$ cat config.mk
export PLATFORM = sky130hd
export DESIGN_NAME = tge_ctrl
export DESIGN_NICKNAME = d
export VERILOG_FILES = /design/src/design/tge_pkg.sv /design/src/design/tge_ctrl.sv
export SDC_FILE = /design/constraint.sdc
export NUM_CORES = 1
export LEC_CHECK = 0
export BUFFER_PORTS_ARGS = -buffer_cell sky130_fd_sc_hd__buf_4
export CAP_MARGIN = 0
export CORE_MARGIN = 5
export CORE_UTILIZATION = 50
export CTS_BUF_LIST = sky130_fd_sc_hd__clkbuf_2
export DETAILED_ROUTE_END_ITERATION = 8
export GPL_TIMING_DRIVEN = 1
export PLACE_DENSITY_LB_ADDON = 0.05
export SETUP_SLACK_MARGIN = 0.3
export SYNTH_ARGS = -nofsm -noshare
export SYNTH_HDL_FRONTEND = slang
export SYNTH_SLANG_ARGS = --single-unit
$ cat constraint.sdc
create_clock -name clk -period 1.7 [get_ports clk]
set_input_delay 0.085 -clock clk [delete_from_list [all_inputs] [get_ports clk]]
set_output_delay 0.085 -clock clk [all_outputs]
set_load 0.05 [all_outputs]
$ cat src/design/tge_pkg.sv
// package for the task graph earliest start / latest finish engine
// types and constants shared by controller, datapath and top level
`default_nettype none
package tge_pkg;
  typedef enum logic [1:0] {
    OP_EDGE = 2'd0,
    OP_TASK = 2'd1,
    OP_RUN  = 2'd2,
    OP_NONE = 2'd3
  } op_t;

  localparam logic [1:0] REG_MOBILE = 2'd0;
  localparam logic [1:0] REG_CLOUD  = 2'd1;
  localparam logic [1:0] REG_BW     = 2'd2;
  localparam logic [1:0] REG_DL     = 2'd3;

  localparam logic signed [33:0] NO_CHILD = 34'sd6553600;
  localparam logic [31:0] Q_MAX = 32'h7fff_ffff;

  typedef enum logic [3:0] {
    ST_IDLE,
    ST_FWD_RD,   // issue memory reads for pair (i,k)
    ST_FWD_DIV,  // run the divider(s)
    ST_FWD_ACC,  // fold candidate into best
    ST_BWD_RD,
    ST_BWD_DIV,
    ST_BWD_ACC,
    ST_EMIT
  } state_t;

  // controller to datapath
  typedef struct packed {
    logic       fwd_init;   // start forward task
    logic       bwd_init;
    logic       rd;         // read operands of pair
    logic       div_start;
    logic       acc;        // fold candidate
    logic       fwd_store;
    logic       bwd_store;
    logic       emit_rd;
  } cmd_t;

  typedef struct packed {
    logic div_done;
    logic has_edge;
    logic need_xfer;
  } sts_t;
endpackage
`default_nettype wire

$ cat src/design/tge_ctrl.sv
// controller: sequences forward pass, backward pass and result emission
// depends on tge_pkg
`default_nettype none
module tge_ctrl #(
  parameter int TASK_COUNT = 16,
  parameter int IW = (TASK_COUNT > 1) ? $clog2(TASK_COUNT) : 1
) (
  input  wire logic          clk,
  input  wire logic          rst,
  input  wire logic          run,
  input  wire tge_pkg::sts_t sts,
  output tge_pkg::cmd_t      cmd,
  output logic [IW-1:0]      cur_i,
  output logic [IW-1:0]      cur_k,
  output logic               busy,
  output logic               emit_req,
  input  wire logic          emit_free
);
  localparam logic [IW-1:0] LAST = IW'(TASK_COUNT - 1);
  tge_pkg::state_t state, state_next;
  logic [IW-1:0] i_next, k_next;
  logic          em_load;

  always_ff @(posedge clk) begin
    if (rst) begin
      state <= tge_pkg::ST_IDLE;
      cur_i <= '0;
      cur_k <= '0;
    end else begin
      state <= state_next;
      cur_i <= i_next;
      cur_k <= k_next;
    end
  end

  always_comb begin
    state_next = state;
    i_next = cur_i;
    k_next = cur_k;
    cmd = '0;
    em_load = 1'b0;
    case (state)
      tge_pkg::ST_IDLE: begin
        if (run) begin
          cmd.fwd_init = 1'b1;
          i_next = '0;
          k_next = '0;
          state_next = tge_pkg::ST_FWD_RD;
        end
      end
      tge_pkg::ST_FWD_RD, tge_pkg::ST_BWD_RD: begin
        cmd.rd = 1'b1;
        state_next = (state == tge_pkg::ST_FWD_RD) ? tge_pkg::ST_FWD_DIV
                                                   : tge_pkg::ST_BWD_DIV;
        cmd.div_start = 1'b0;
      end
      tge_pkg::ST_FWD_DIV, tge_pkg::ST_BWD_DIV: begin
        // start both dividers once if the pair has an edge, then wait
        if (!sts.has_edge) begin
          state_next = (state == tge_pkg::ST_FWD_DIV) ? tge_pkg::ST_FWD_ACC
                                                      : tge_pkg::ST_BWD_ACC;
        end else begin
          cmd.div_start = 1'b1;
          state_next = (state == tge_pkg::ST_FWD_DIV) ? tge_pkg::ST_FWD_ACC
                                                      : tge_pkg::ST_BWD_ACC;
        end
      end
      tge_pkg::ST_FWD_ACC, tge_pkg::ST_BWD_ACC: begin
        if (!sts.has_edge || sts.div_done) begin
          cmd.acc = sts.has_edge;
          if (cur_k == LAST) begin
            k_next = '0;
            if (state == tge_pkg::ST_FWD_ACC) begin
              cmd.fwd_store = 1'b1;
              if (cur_i == LAST) begin
                cmd.bwd_init = 1'b1;
                i_next = LAST;
                state_next = tge_pkg::ST_BWD_RD;
              end else begin
                cmd.fwd_init = 1'b1;
                i_next = cur_i + 1'b1;
                state_next = tge_pkg::ST_FWD_RD;
              end
            end else begin
              cmd.bwd_store = 1'b1;
              if (cur_i == '0) begin
                state_next = tge_pkg::ST_EMIT;
              end else begin
                cmd.bwd_init = 1'b1;
                i_next = cur_i - 1'b1;
                state_next = tge_pkg::ST_BWD_RD;
              end
            end
          end else begin
            k_next = cur_k + 1'b1;
            state_next = (state == tge_pkg::ST_FWD_ACC) ? tge_pkg::ST_FWD_RD
                                                        : tge_pkg::ST_BWD_RD;
          end
        end
      end
      tge_pkg::ST_EMIT: begin
        if (emit_free) begin
          cmd.emit_rd = 1'b1;
          em_load = 1'b1;
          if (cur_i == LAST) begin
            state_next = tge_pkg::ST_IDLE;
          end else begin
            i_next = cur_i + 1'b1;
          end
        end
      end
      default: state_next = tge_pkg::ST_IDLE;
    endcase
  end

  assign busy = state != tge_pkg::ST_IDLE;
  assign emit_req = em_load;
endmodule
`default_nettype wire

==> results.md, run 1 <==
- Pre-CTS setup slack: -11.5 ps
- Row count: 16
- Cells after Synth: 131
- RD Place Congestion: 0.891
- Die height: 54.0 um
- Top cells by area, synth: dfxtp_1 23%, ha_1 5.2%, nor2b_1 5.2%
- Fail Step: global routing (5_1_grt)
- Number of buffers created by CTS: 3
- Starting Density: 51.0%
- Clock Sinks: 11
- Netlist cell types: 43
- Die width: 54.0 um
- Post-synthesis sequential area ratio: 22.7%
- Synth async-reset ratio: 0%
- Maximum clock path buffer count: 2
- Yosys warns: 0
- CTS H-tree depth: 1
- EDFF count, synth: 0
- Share of the synthesized area in the top cell type: 22.7%
- Stop err: [ERROR DPL-0038] Utilization greater than 100%, impossible to legalize
- Mapped Avg Cell Area: 7.40 sq um
- Ports: 25
- Most common cell in the netlist: nor2_1
- FF+latch count, synth: 11
- Syn nets: 142
- Worst_ep kind: primary output
- # hold bufs at CTS: 0
- Yosys top cell by area: dfxtp_1
- Status: stopped before the end
- Synthesized area: 970 sq um
- Post-DP HPWL: 2380 um
- Post-synth top cells: 13 x nor2_1, 11 x dfxtp_1, 11 x nand2_1
- Top_reg_cell synth: dfxtp_1
- Largest net degree at the start of global routing: 12
- Root buf cell: clkbuf_2
- Port bufs: 23
- Crit. endpoint post-GRT repair: cmd[6]
-- timing repair --
item                       CTS
setup endpoints to repair   20
pin swaps                   22
buffers inserted            25
resized for setup           48
-- stage by stage --
step,cells,instance area [sq um]
after floorplan,131,1140
after global placement,188,1410
after detailed placement,188,1410
after CTS,217,1790
-- logic make-up after synthesis --
family	share of synthesized area (%)
compound gates	24.0
buf+inv	7.48
mux	2.06
xor+xnor	6.19
flops	22.7
fa+ha+maj	6.19
simple gates	31.4
==> run 2, diff against run 1 <==
- CORE_AREA: default -> 5 5 66 68
- CORE_MARGIN: 5 -> default
- CORE_UTILIZATION: 50 -> default
- CTS_BUF_LIST: sky130_fd_sc_hd__clkbuf_2 -> default
- DIE_AREA: default -> 0 0 71 73
- PLACE_DENSITY_LB_ADDON: 0.05 -> 0.15
- SETUP_SLACK_MARGIN: 0.3 -> default
==> results.md, run 2 <==
- CP Cell Sequence: buf_4 -> nand2_4 -> nor2_2 -> buf_4 -> a2111oi_4 -> buf_6
- Share of the synthesized area in the top cell type: 22.7% (unchanged)
- LEAKAGE: 0.649 nW
- First-pass GRT wire length: 5130 um
- Final ANT Viol Nets: 0
- Top_reg_cell synth: dfxtp_1 (unchanged)
- Clock Sinks: 11 (unchanged)
- Synthesized area: 970 sq um (unchanged)
- Worst slew pin tran: 324 ps
- Via Count: 1103
- Drt first pass iters: 4
- Syn nets: 142 (unchanged)
- Worst-skew pair later-pin latency: 240 ps
- RSZ-0062 raised after global routing: yes
- Port bufs: 23 (unchanged)
- Yosys warns: 0 (unchanged)
- Biggest regs: cur_i x4, cur_k x4, state x3
- CTS H-tree depth: 1 (unchanged)
- Most common cell in the netlist: nor2_1 (unchanged)
- CP Class: register to output port
- Root buf cell: clkbuf_8 (was clkbuf_2)
- Post-DP HPWL: 2370 um (was 2380 um)
- Drt initial violations: 32
- Clock slew at reported path FFs: 50 ps
- HP Start: run
- Row count: 23 (was 16)
- Vias in the first global route: 1096
- Critical path startpoint category: register
- CTS tree: done
- Hold depth: 2
- RD Place Congestion: 0.808 (was 0.891)
- # setup viols final: 0
- Die area: 5180 sq um
- Routed wire length: 3070 um
- Crit path max fanout: 8
- Area grow syn2layout: 62.8%
- CP required: 1620 ps
- WL/cell: 13.7 um
- Leading cell types in the layout, fill and taps excluded: 46 x buf_4, 12 x nor2_1, 9 x nand2_1, 8 x nor2b_1
- Maximum clock path buffer count: 2 (unchanged)
- Worst Reg2Reg Path Length in Cells: 6
- Die height: 73 um (was 54.0 um)
- Ports: 25 (unchanged)
- Slew headroom: 78.4%
- EDFF count, synth: 0 (unchanged)
- FF+latch count, synth: 11 (unchanged)
- Reg2reg setup slack: 80 ps
- Synth async-reset ratio: 0% (unchanged)
- Max VDD drop: 392 uV
- Post-synthesis sequential area ratio: 22.7% (unchanged)
- Initial antenna violation count: 0
- Fin crit share: 98.4%
- Mapped Avg Cell Area: 7.40 sq um (unchanged)
- Most frequent CP cell: buf_4
- Max Slew Vio Count: 0
- Final Hold Slack: 71.3 ps
- R2r endpoint: cur_k[3]
- Largest net degree at the start of global routing: 14
- Tot GR Track Use: 12.5%
- Starting Density: 25.5% (was 51.0%)
- Cells after Synth: 131 (unchanged)
- Max Clock Skew: 2.45 ps
- Commonest non-fill, non-tap cell in the layout: buf_4
- Max stage delay cell, worst path: dfxtp_4
- Nature of the critical path endpoint: output port
- Vias/cell: 4.92
- Peak Freq: 598 MHz
- Number of buffers created by CTS: 3 (unchanged)
- Crit path launch: state[1]
- Crit path arrival time: 1590 ps
- Min-delay worst type: primary input to register
- Max Cap Violations: 0
- Netlist cell types: 43 (unchanged)
- Placed Cells: 220 (was 188)
- Status: complete, no violations (was stopped before the end)
- Die width: 71 um (was 54.0 um)
- # hold bufs at CTS: 0 (unchanged)
- DRC errors left: 0
- Antenna Cells: 0
- Max incr delay on CP: 370 ps
- Origin of the critical flop-to-flop path: state[0]
- Share of cells above drive strength 1: 47.7%
- Min Tclk post-route: 1670 ps
- GRT overflow: 0
- Pwr per Cell Area: 767 nW/um^2
- Final hold violation count: 0
- Post-synth top cells: 13 x nor2_1, 11 x dfxtp_1, 11 x nand2_1 (unchanged)
- Worst hold endpoint: cur_k[2]
- Core ar.: 3800 sq um
- Top cells by area, synth: dfxtp_1 23%, ha_1 5.2%, nor2b_1 5.2% (unchanged)
- Post-Layout Cell Count: 224
- NumNets Final: 186
- Yosys top cell by area: dfxtp_1 (unchanged)
-- run 2: cell counts after synthesis --
No cell type changed its count.
-- run 2: worst max-delay path: cells and delay by family (launching register included) --
kind | cells | cell delay [ps]
buffers and inverters | 3 | 500
AO/OA/AOI/OAI | 1 | 350
flip-flops | 1 | 370
AND/OR/NAND/NOR | 2 | 120
-- run 2: worst max-delay path by stage --
stage | cells after the start | slack, ps | to
3_5_place_dp | 4 | -9 | cur_k[3]
6_report | 6 | 30 | cmd[6]
3_3_place_gp | 5 | -2 | cur_i[0]
2_1_floorplan | 5 | -80 | cmd[6]
4_1_cts | 6 | 8 | cmd[6]
5_1_grt | 6 | -30 | cmd[6]
-- run 2: report_power, final --
group          switching, mW  internal [mW]  total (mW)
combinational          0.342          0.278       0.620
clock                  0.102          0.165       0.267
sequential            0.0481          0.276       0.324
total                  0.492          0.719        1.21
-- run 2: cell type report --
| class | instances | area [sq um] |
|---|---|---|
| timing repair buffer | 49 | 379 |
| clock buffer | 4 | 45.0 |
| inverter | 6 | 22.5 |
| tap | 50 | 62.6 |
| multi-input combinational | 104 | 818 |
| fill | 413 | 2220 |
| sequential | 11 | 251 |
-- run 2: logic make-up after synthesis --
group / synth area share (%)
muxes: 2.06
adders and majority gates: 6.19
AOI/OAI and AO/OA: 24.0
and+or+nand+nor: 31.4
buffers and inverters: 7.48
DFF: 22.7
xor gates and xnor gates: 6.19
-- run 2: timing repair --
action,4_1_cts,5_1_grt
buffers inserted,0,0
setup endpoints to repair,7,7
pin swaps,0,4
cloned,0,0
gates resized for setup,9,14
-- run 2: routing by layer --
layer  global-route usage [%]  vias to the layer above  wire length, um  part of all wire (%)
li1                         -                      557                -                     -
met1                     15.0                      519             1330                    44
met2                     22.2                       25             1570                    51
met3                     3.44                        2              155                   5.1
met4                     2.51                        0               10                  0.33
met5                        0                        -                0                     0
-- run 2: per-stage QoR --
step	total power, mW	setup slack (ps)	TNS, ps	util (%)	instance area [sq um]
floorplan	0.675	-80.3	-154	-	1070
finish	1.21	27.1	0	41.6	1580
CTS	1.19	8.30	0	40.0	1520
detailed placement	0.900	-9.05	-9.05	38.1	1450
global route	1.30	-28.5	-47.0	41.6	1580
global placement	0.903	-1.70	-1.70	38.1	1450
No activity file was read; power rests on OpenSTA's default activity.
